--- config.mk ---
export PLATFORM = sky130hd
export DESIGN_NAME = ctc_greedy_topk_decoder_core
export DESIGN_NICKNAME = d
export VERILOG_FILES = /design/src/ctg_pkg.sv /design/src/ctg_cell.sv /design/src/ctg_div.sv /design/src/ctc_greedy_topk_decoder_core.sv
export VERILOG_INCLUDE_DIRS = /design/src /design/src/src
export SDC_FILE = /design/constraint.sdc
export NUM_CORES = 1
export LEC_CHECK = 0
export ABC_AREA = 1
export BUFFER_PORTS_ARGS = -buffer_cell sky130_fd_sc_hd__buf_2
export CORE_MARGIN = 4
export CORE_UTILIZATION = 40
export DETAILED_ROUTE_END_ITERATION = 10
export PLACE_DENSITY = 0.59
export SLEW_MARGIN = 0
export SYNTH_ARGS = -nofsm -noshare
export SYNTH_HDL_FRONTEND = slang
export SYNTH_HIERARCHICAL = 1
export SYNTH_SLANG_ARGS = --single-unit
--- constraint.sdc ---
create_clock -name aclk -period 6.6 [get_ports aclk]
set_clock_uncertainty 0.2 [all_clocks]
set_input_delay 1.98 -clock aclk [delete_from_list [all_inputs] [get_ports aclk]]
set_output_delay 1.98 -clock aclk [all_outputs]
set_load 0.01 [all_outputs]
--- src/ctc_greedy_topk_decoder_core_defines.svh ---
// assertion macros used by the decoder rtl
`ifndef CTC_GREEDY_TOPK_DECODER_CORE_DEFINES_SVH
`define CTC_GREEDY_TOPK_DECODER_CORE_DEFINES_SVH

// same-cycle implication, checked outside reset
`define CTG_ASSERT_NOW(label, ante, cons, msg) \
    label: assert property (@(posedge aclk) disable iff (!aresetn) (ante) |-> (cons)) \
        else $error(msg);

// next-cycle implication, checked outside reset
`define CTG_ASSERT_NEXT(label, ante, cons, msg) \
    label: assert property (@(posedge aclk) disable iff (!aresetn) (ante) |=> (cons)) \
        else $error(msg);

`endif

--- src/ctg_pkg.sv ---
// shared constants and types of the ctc greedy top-k decoder
`timescale 1ns / 1ps
`default_nettype none
package ctg_pkg;
    localparam int NUM_CLASSES = 128;
    localparam int TOPK_MAX    = 4;
    localparam int MAX_STEPS   = 64;

    localparam int CLASS_W = 7;
    localparam int SCORE_W = 16;
    localparam int POS_W   = 7;
    localparam int K_W     = 3;
    localparam int SUM_W   = 22;
    localparam int CFG_W   = 16;
    localparam int CFG_IDX_W = 2;
    localparam int PEND_W  = TOPK_MAX + 1;
    localparam int SEL_W   = $clog2(PEND_W);
    localparam int CELL_W  = (TOPK_MAX > 1) ? $clog2(TOPK_MAX) : 1;

    // configuration register indexes
    localparam logic [CFG_IDX_W-1:0] REG_TOPK_COUNT   = 2'd0;
    localparam logic [CFG_IDX_W-1:0] REG_BLANK_CLASS  = 2'd1;
    localparam logic [CFG_IDX_W-1:0] REG_REPLACE_THR  = 2'd2;

    // result kinds
    localparam logic [1:0] KIND_CHAR    = 2'd0;
    localparam logic [1:0] KIND_REPLACE = 2'd1;
    localparam logic [1:0] KIND_SUMMARY = 2'd2;

    typedef struct packed {
        logic               valid;
        logic [CLASS_W-1:0] idx;
        logic [SCORE_W-1:0] score;
    } ctg_entry_t;
endpackage
`default_nettype wire

--- src/ctg_cell.sv ---
// one rank cell of the sorted top-k chain
`timescale 1ns / 1ps
`default_nettype none
module ctg_cell
    import ctg_pkg::*;
(
    input  wire logic       aclk,
    input  wire logic       aresetn,
    input  wire logic       clear,
    input  wire logic       ins,
    input  wire ctg_entry_t new_ent,
    input  wire ctg_entry_t prev_ent,
    input  wire logic       prev_take,
    output ctg_entry_t      ent,
    output logic            take
);
    ctg_entry_t ent_reg, ent_next;

    // lower index wins ties, so an equal score keeps its place
    assign take = ins && !(ent_reg.valid && (ent_reg.score >= new_ent.score));
    assign ent  = ent_reg;

    always_comb begin
        ent_next = ent_reg;
        if (clear) begin
            ent_next.valid = 1'b0;
        end else if (take) begin
            ent_next = prev_take ? prev_ent : new_ent;
        end
    end

    always_ff @(posedge aclk) begin
        if (!aresetn) begin
            ent_reg <= '0;
        end else begin
            ent_reg <= ent_next;
        end
    end
endmodule
`default_nettype wire

--- src/ctg_div.sv ---
// iterative restoring divider for the mean confidence
`timescale 1ns / 1ps
`default_nettype none
module ctg_div
    import ctg_pkg::*;
(
    input  wire logic               aclk,
    input  wire logic               aresetn,
    input  wire logic               start,
    input  wire logic [SUM_W-1:0]   dividend,
    input  wire logic [POS_W-1:0]   divisor,
    output logic                    busy,
    output logic [SCORE_W-1:0]      quotient
);
    localparam int CNT_W = $clog2(SUM_W);

    logic               busy_reg;
    logic [CNT_W-1:0]   cnt_reg;
    logic [SUM_W-1:0]   dvd_reg;
    logic [POS_W-1:0]   rem_reg;
    logic [POS_W-1:0]   dvs_reg;
    logic [POS_W:0]     rem_sh;
    logic               qbit;

    assign rem_sh = {rem_reg, dvd_reg[SUM_W-1]};
    assign qbit   = (rem_sh >= {1'b0, dvs_reg});

    always_ff @(posedge aclk) begin
        if (!aresetn) begin
            busy_reg <= 1'b0;
            cnt_reg  <= '0;
        end else if (start) begin
            busy_reg <= 1'b1;
            cnt_reg  <= CNT_W'(SUM_W - 1);
            dvd_reg  <= dividend;
            dvs_reg  <= divisor;
            rem_reg  <= '0;
        end else if (busy_reg) begin
            // one quotient bit a cycle, shifted into the dividend register
            rem_reg  <= qbit ? POS_W'(rem_sh - {1'b0, dvs_reg}) : rem_sh[POS_W-1:0];
            dvd_reg  <= {dvd_reg[SUM_W-2:0], qbit};
            cnt_reg  <= cnt_reg - 1'b1;
            busy_reg <= (cnt_reg != '0);
        end
    end

    assign busy     = busy_reg;
    assign quotient = dvd_reg[SCORE_W-1:0];
endmodule
`default_nettype wire

--- src/ctc_greedy_topk_decoder_core.sv ---
// top level of the ctc greedy top-k decoder
`timescale 1ns / 1ps
`default_nettype none
// Greedy CTC decoder with top-k replacement candidates. Class scores arrive one per
// transfer, in class order; each score is ranked into a chain of TOPK_MAX cells in the
// cycle it is taken. The transfer that ends a step (s_tuser) or a sequence (s_tlast) also
// carries a score; a decision state follows, then one result per cycle while the output is
// free (character, then replacements), and a closing state that clears the chain.
// A sequence end also starts the restoring divider for the mean confidence in the decision
// state; the characters leave while it runs and the summary waits for it.
// Results leave through a single output register; the input waits while a step's
// results are being sent.
module ctc_greedy_topk_decoder_core
    import ctg_pkg::*;
(
    input  wire logic                 aclk,
    input  wire logic                 aresetn,
    // configuration writes
    input  wire logic                 cfg_we,
    input  wire logic [CFG_IDX_W-1:0] cfg_index,
    input  wire logic [CFG_W-1:0]     cfg_wdata,
    // score stream
    input  wire logic                 s_tvalid,
    output logic                      s_tready,
    input  wire logic [15:0]          s_tdata,   // score[15:0]
    input  wire logic                 s_tuser,   // step_end
    input  wire logic                 s_tlast,   // sequence_end
    // result stream
    output logic                      m_tvalid,
    input  wire logic                 m_tready,
    output logic [55:0]               m_tdata,   // class_id[6:0], probability[22:7],
                                                 // position[29:23], char_count[36:30],
                                                 // mean_confidence[52:37], zero pad
    output logic [1:0]                m_tuser,   // kind[1:0]
    output logic                      m_tlast    // last
);
`include "ctc_greedy_topk_decoder_core_defines.svh"

    typedef enum logic [1:0] {ST_IDLE, ST_DECIDE, ST_EMIT} state_t;

    state_t               state_reg;
    // configuration
    logic [K_W-1:0]       topk_reg;
    logic [CLASS_W-1:0]   blank_reg;
    logic [SCORE_W-1:0]   thr_reg;
    // decoder state
    logic [CLASS_W-1:0]   class_cnt_reg;
    logic [CLASS_W-1:0]   prev_top_reg;
    logic                 first_reg;
    logic [POS_W-1:0]     char_pos_reg;
    logic [SUM_W-1:0]     conf_sum_reg;
    logic                 seq_end_reg;
    logic [PEND_W-1:0]    pend_reg;
    logic [POS_W-1:0]     emit_pos_reg;
    logic [POS_W-1:0]     sum_cnt_reg;
    // output register
    logic                 m_tvalid_reg;
    logic [1:0]           kind_reg;
    logic [CLASS_W-1:0]   cls_reg;
    logic [SCORE_W-1:0]   prob_reg;
    logic [POS_W-1:0]     pos_reg;
    logic [POS_W-1:0]     cnt_reg;
    logic [SCORE_W-1:0]   mean_reg;
    logic                 last_reg;

    logic                 s_fire;
    logic                 cell_clear;
    ctg_entry_t           new_ent;
    ctg_entry_t           ent  [TOPK_MAX];
    logic                 take [TOPK_MAX];

    assign s_tready = (state_reg == ST_IDLE);
    assign s_fire   = s_tvalid && s_tready;

    assign new_ent.valid = 1'b1;
    assign new_ent.idx   = class_cnt_reg;
    assign new_ent.score = s_tdata[SCORE_W-1:0];

    // sorted chain: cell 0 holds the best score; cells at and below the insert point shift down
    for (genvar gi = 0; gi < TOPK_MAX; gi++) begin : g_cell
        ctg_cell u_cell (
            .aclk      (aclk),
            .aresetn   (aresetn),
            .clear     (cell_clear),
            .ins       (s_fire),
            .new_ent   (new_ent),
            .prev_ent  ((gi == 0) ? ctg_entry_t'('0) : ent[(gi == 0) ? 0 : gi-1]),
            .prev_take ((gi == 0) ? 1'b0 : take[(gi == 0) ? 0 : gi-1]),
            .ent       (ent[gi]),
            .take      (take[gi])
        );
    end

    // step end decision, evaluated from the settled chain
    logic [K_W-1:0]       filled;
    logic [K_W-1:0]       k_clamp;
    logic [K_W-1:0]       k_eff;
    logic                 drop;
    logic [SCORE_W-1:0]   top_prob;
    logic [PEND_W-1:0]    pend_new;
    logic [POS_W-1:0]     pos_after;
    logic [SUM_W-1:0]     sum_after;

    always_comb begin
        filled = '0;
        for (int i = 0; i < TOPK_MAX; i++) begin
            filled = filled + K_W'(ent[i].valid);
        end
        if (topk_reg == '0) begin
            k_clamp = K_W'(1);
        end else if (topk_reg > K_W'(TOPK_MAX)) begin
            k_clamp = K_W'(TOPK_MAX);
        end else begin
            k_clamp = topk_reg;
        end
        k_eff = (k_clamp > filled) ? filled : k_clamp;
        drop  = (k_eff == '0) || (ent[0].idx == blank_reg)
             || (!first_reg && (ent[0].idx == prev_top_reg))
             || (char_pos_reg >= POS_W'(MAX_STEPS));
        // zero score counts as full confidence
        top_prob = (ent[0].score == '0) ? {SCORE_W{1'b1}} : ent[0].score;
        pend_new = '0;
        pend_new[0] = !drop;
        for (int i = 1; i < TOPK_MAX; i++) begin
            pend_new[i] = !drop && (K_W'(i) < k_eff) && (ent[i].idx != blank_reg)
                       && (ent[i].score >= thr_reg);
        end
        pend_new[TOPK_MAX] = seq_end_reg;
        pos_after = char_pos_reg + POS_W'(!drop);
        sum_after = drop ? conf_sum_reg : conf_sum_reg + SUM_W'(top_prob);
    end

    // mean divider, round half up
    logic                 div_start;
    logic                 div_busy;
    logic [SCORE_W-1:0]   div_q;

    assign div_start = (state_reg == ST_DECIDE) && seq_end_reg;

    ctg_div u_div (
        .aclk     (aclk),
        .aresetn  (aresetn),
        .start    (div_start),
        .dividend (sum_after + SUM_W'(pos_after >> 1)),
        .divisor  (pos_after),
        .busy     (div_busy),
        .quotient (div_q)
    );

    // pick the lowest pending result
    logic [SEL_W-1:0]     sel;
    logic                 sel_found;
    logic [PEND_W-1:0]    pend_rest;
    logic                 out_free;
    logic                 emit_go;
    logic [CELL_W-1:0]    sel_cell;

    always_comb begin
        sel       = '0;
        sel_found = 1'b0;
        for (int i = 0; i < PEND_W; i++) begin
            if (!sel_found && pend_reg[i]) begin
                sel       = SEL_W'(i);
                sel_found = 1'b1;
            end
        end
        pend_rest      = pend_reg;
        pend_rest[sel] = 1'b0;
    end

    assign sel_cell   = sel[CELL_W-1:0];
    assign out_free   = !m_tvalid_reg || m_tready;
    assign emit_go    = (state_reg == ST_EMIT) && sel_found && out_free
                     && ((sel != SEL_W'(TOPK_MAX)) || !div_busy);
    assign cell_clear = (state_reg == ST_EMIT) && !sel_found;

    always_ff @(posedge aclk) begin
        if (!aresetn) begin
            state_reg     <= ST_IDLE;
            topk_reg      <= K_W'(4);
            blank_reg     <= '0;
            thr_reg       <= '0;
            class_cnt_reg <= '0;
            prev_top_reg  <= '0;
            first_reg     <= 1'b1;
            char_pos_reg  <= '0;
            conf_sum_reg  <= '0;
            seq_end_reg   <= 1'b0;
            pend_reg      <= '0;
            m_tvalid_reg  <= 1'b0;
        end else begin
            if (cfg_we) begin
                case (cfg_index)
                    REG_TOPK_COUNT:  topk_reg  <= cfg_wdata[K_W-1:0];
                    REG_BLANK_CLASS: blank_reg <= cfg_wdata[CLASS_W-1:0];
                    REG_REPLACE_THR: thr_reg   <= cfg_wdata[SCORE_W-1:0];
                    default: ;
                endcase
            end
            // a new result in the same cycle keeps the register full
            if (m_tvalid_reg && m_tready && !emit_go) begin
                m_tvalid_reg <= 1'b0;
            end
            case (state_reg)
                ST_IDLE: begin
                    if (s_fire) begin
                        if (s_tuser || s_tlast) begin
                            class_cnt_reg <= '0;
                            seq_end_reg   <= s_tlast;
                            state_reg     <= ST_DECIDE;
                        end else begin
                            class_cnt_reg <= (class_cnt_reg == CLASS_W'(NUM_CLASSES - 1))
                                           ? '0 : class_cnt_reg + 1'b1;
                        end
                    end
                end
                ST_DECIDE: begin
                    pend_reg     <= pend_new;
                    emit_pos_reg <= char_pos_reg;
                    prev_top_reg <= ent[0].idx;
                    if (seq_end_reg) begin
                        sum_cnt_reg  <= pos_after;
                        char_pos_reg <= '0;
                        conf_sum_reg <= '0;
                        first_reg    <= 1'b1;
                    end else begin
                        char_pos_reg <= pos_after;
                        conf_sum_reg <= sum_after;
                        first_reg    <= 1'b0;
                    end
                    state_reg <= ST_EMIT;
                end
                ST_EMIT: begin
                    if (!sel_found) begin
                        state_reg <= ST_IDLE;
                    end else if (emit_go) begin
                        pend_reg     <= pend_rest;
                        m_tvalid_reg <= 1'b1;
                        last_reg     <= (pend_rest == '0);
                        if (sel == SEL_W'(TOPK_MAX)) begin
                            kind_reg <= KIND_SUMMARY;
                            cls_reg  <= '0;
                            prob_reg <= '0;
                            pos_reg  <= '0;
                            cnt_reg  <= sum_cnt_reg;
                            mean_reg <= (sum_cnt_reg == '0) ? '0 : div_q;
                        end else if (sel == '0) begin
                            kind_reg <= KIND_CHAR;
                            cls_reg  <= ent[0].idx;
                            prob_reg <= top_prob;
                            pos_reg  <= emit_pos_reg;
                            cnt_reg  <= '0;
                            mean_reg <= '0;
                        end else begin
                            kind_reg <= KIND_REPLACE;
                            cls_reg  <= ent[sel_cell].idx;
                            prob_reg <= ent[sel_cell].score;
                            pos_reg  <= emit_pos_reg;
                            cnt_reg  <= '0;
                            mean_reg <= '0;
                        end
                    end
                end
                default: state_reg <= ST_IDLE;
            endcase
        end
    end

    assign m_tvalid = m_tvalid_reg;
    assign m_tuser  = kind_reg;
    assign m_tlast  = last_reg;
    assign m_tdata  = {3'b000, mean_reg, cnt_reg, pos_reg, prob_reg, cls_reg};

    // scores are only taken between steps
    `CTG_ASSERT_NOW(a_fire_idle, s_tvalid && s_tready, state_reg == ST_IDLE,
        "score taken outside idle")
    // an empty pending set returns to idle
    `CTG_ASSERT_NEXT(a_emit_done, state_reg == ST_EMIT && pend_reg == '0,
        state_reg == ST_IDLE, "emit stuck with nothing pending")
    // the summary never leaves while the divider runs
    `CTG_ASSERT_NOW(a_sum_div, emit_go && sel == SEL_W'(TOPK_MAX), !div_busy,
        "summary before mean ready")
    // character count stays within the sequence limit
    `CTG_ASSERT_NOW(a_pos_max, 1'b1, char_pos_reg <= POS_W'(MAX_STEPS),
        "character position out of range")
endmodule
`default_nettype wire

==> flow_summary.toml <==
[global_routing]
grt_max_degree = 88
grt_pass1_wl_um = 89710
antenna_found_initial = 1
grt.overflow.total = 0
grt_usage = 0.2087
grt_pass1_vias = 16860

[clocking]
cts_inserted_buffers = 36
cts_resized = 0
worst_skew_pair.late_latency_ps = 560
htree_levels = 2
cts_tree = "done"
clock_path_buffers = 3
clock-root-buffer = "clkbuf_16"
hold_buffers = 0
clkSinkCount = 287
post-cts-setup-buffer-count = 0
path_clk_slew_ps = 60

[timing]
max_slew_margin = 0.2421
finalCritPeriodShare = 0.8216
tns_ps = 0
hold_viol_final = 0
worst_slew_pin_slew_ps = 1136
setup_ws_ps = 1177
period_needed_ps = 5423
fmax_ghz = 0.1844
drv_slew = 0
rsz0062_at_grt = "false"
setup_viol = 0
holdWs_ps = 289.1

[place]
pre_cts_ws_ps = 1160
dp_hpwl_um = 42580
gp_congestion = 0.8873
placement.cell_area_mm2 = 0.02051
port_buffers = 98

[hold_path]
hold_class = "register to register"
min_path_cells = 2

[drt]
viasPerCell = 5.072
first_pass_iters = 6
drt_iter0_drc = 1216
vias = 17935
ant_nets = 0
wl_per_cell_um = 15.87
drcViolationCount = 0
routed_wl_um = 56100

[floorplan]
coreArea_mm2 = 0.04805
initial_utilization = 0.4074
ioPinCount = 102
dieArea_mm2 = 0.05254
rows = 80
die_w_um = 229.2
die_h_um = 229.2

[critical_path]
cp_slowest_cell = "fa_1"
reg2reg_depth = 29
cp_slowest_stage_delay_ps = 450
required_ps = 6710
end_kind = "register"
critPathKind = "register to register"
crit_arrival_ps = 5530
cp_max_fo = 28
cp-start-kind = "register"

[pwr]
p_leak_uw = 0.01059
power_density_mw_per_mm2 = 264.2
peakVddDrop_v = 0.0001745

[cells_and_area]
drive_gt1_frac = 0.09106
largest_reg_flops = 96
nNetsFinal = 3087
n_antenna_cell = 0
postLayoutCoreUtil = 0.4511
design_area_mm2 = 0.02167
area_growth_syn_to_layout_pct = 10.72

[yosys]
yosys_warnings = 6
postSynthCellCount = 2819
syn_area_mm2 = 0.01958
postSynthAreaPerCell_um2 = 6.944

[run]
maxCapViolations = 0

[outcome]
status = "complete, no violations"
==> layout by cell type, fill, tap and decap left out, drive strengths merged, types with 4 or more instances in the layout <==
| cell | count |
|---|---|
| inv | 436 |
| a31oi | 12 |
| nand3b | 7 |
| mux2 | 36 |
| xor2 | 40 |
| fa | 4 |
| nand2 | 806 |
| nand3 | 92 |
| o21ai | 169 |
| clkbuf | 52 |
| dfxtp | 181 |
| nand4 | 37 |
| clkinv | 10 |
| ha | 149 |
| nor3 | 27 |
| buf | 116 |
| nor2 | 366 |
| conb | 34 |
| a21o | 4 |
| xnor2 | 15 |
| a21oi | 175 |
| a221oi | 18 |
| or2 | 7 |
| edfxtp | 106 |
==> report_power, final <==
group | switching, uW | internal, uW
logic | 1140 | 544
registers | 132 | 1960
clock network | 808 | 1140
==> final cells by class <==
class	count	area [um2]
repair buffers	116	640.6
inverters	436	1639
clock inverters	14	158.9
fillers	4974	26370
flip-flops and latches	287	6807
multi-input cells	2016	10660
well taps	615	769.5
clock buffers	52	1001
==> worst paths after layout <==
path	start	to	slack, ps
worst max-delay path	g_cell[2].u_cell/ent[23]$_SDFFE_PP0P_	u_div/dvd_reg[12]$_DFFE_PP_	1180
worst min-delay path	conf_sum_reg[21]$_SDFFE_PN0P_	conf_sum_reg[21]$_SDFFE_PN0P_	290
worst max register to register	g_cell[2].u_cell/ent[23]$_SDFFE_PP0P_	u_div/dvd_reg[12]$_DFFE_PP_	1180
worst min register to register	conf_sum_reg[21]$_SDFFE_PN0P_	conf_sum_reg[21]$_SDFFE_PN0P_	290
==> metrics by stage <==
stage               total power, uW  std cells
global route                   6089       3536
finish                         5727       3536
global placement               3762       3470
floorplan                      3316       2851
CTS                            5768       3536
detailed placement             3791       3470
==> worst max-delay path: cells and delay by family (launching register included) <==
kind | cells | cell delay, ps
AOI/OAI and AO/OA | 2 | 320
xor gates and xnor gates | 2 | 330
adders and majority gates | 7 | 1980
buffers and inverters | 4 | 360
DFF | 1 | 410
and+or+nand+nor | 14 | 1590
==> metal layers <==
| metal | wire length [um] | vias up | track usage |
|---|---|---|---|
| li1 | - | 9075 | - |
| met1 | 26100 | 8303 | 0.2875 |
| met2 | 25330 | 470 | 0.3398 |
| met3 | 3119 | 85 | 0.03380 |
| met4 | 1536 | 2 | 0.05915 |
| met5 | 13 | - | 0 |
(Power assumes the default switching activity.)
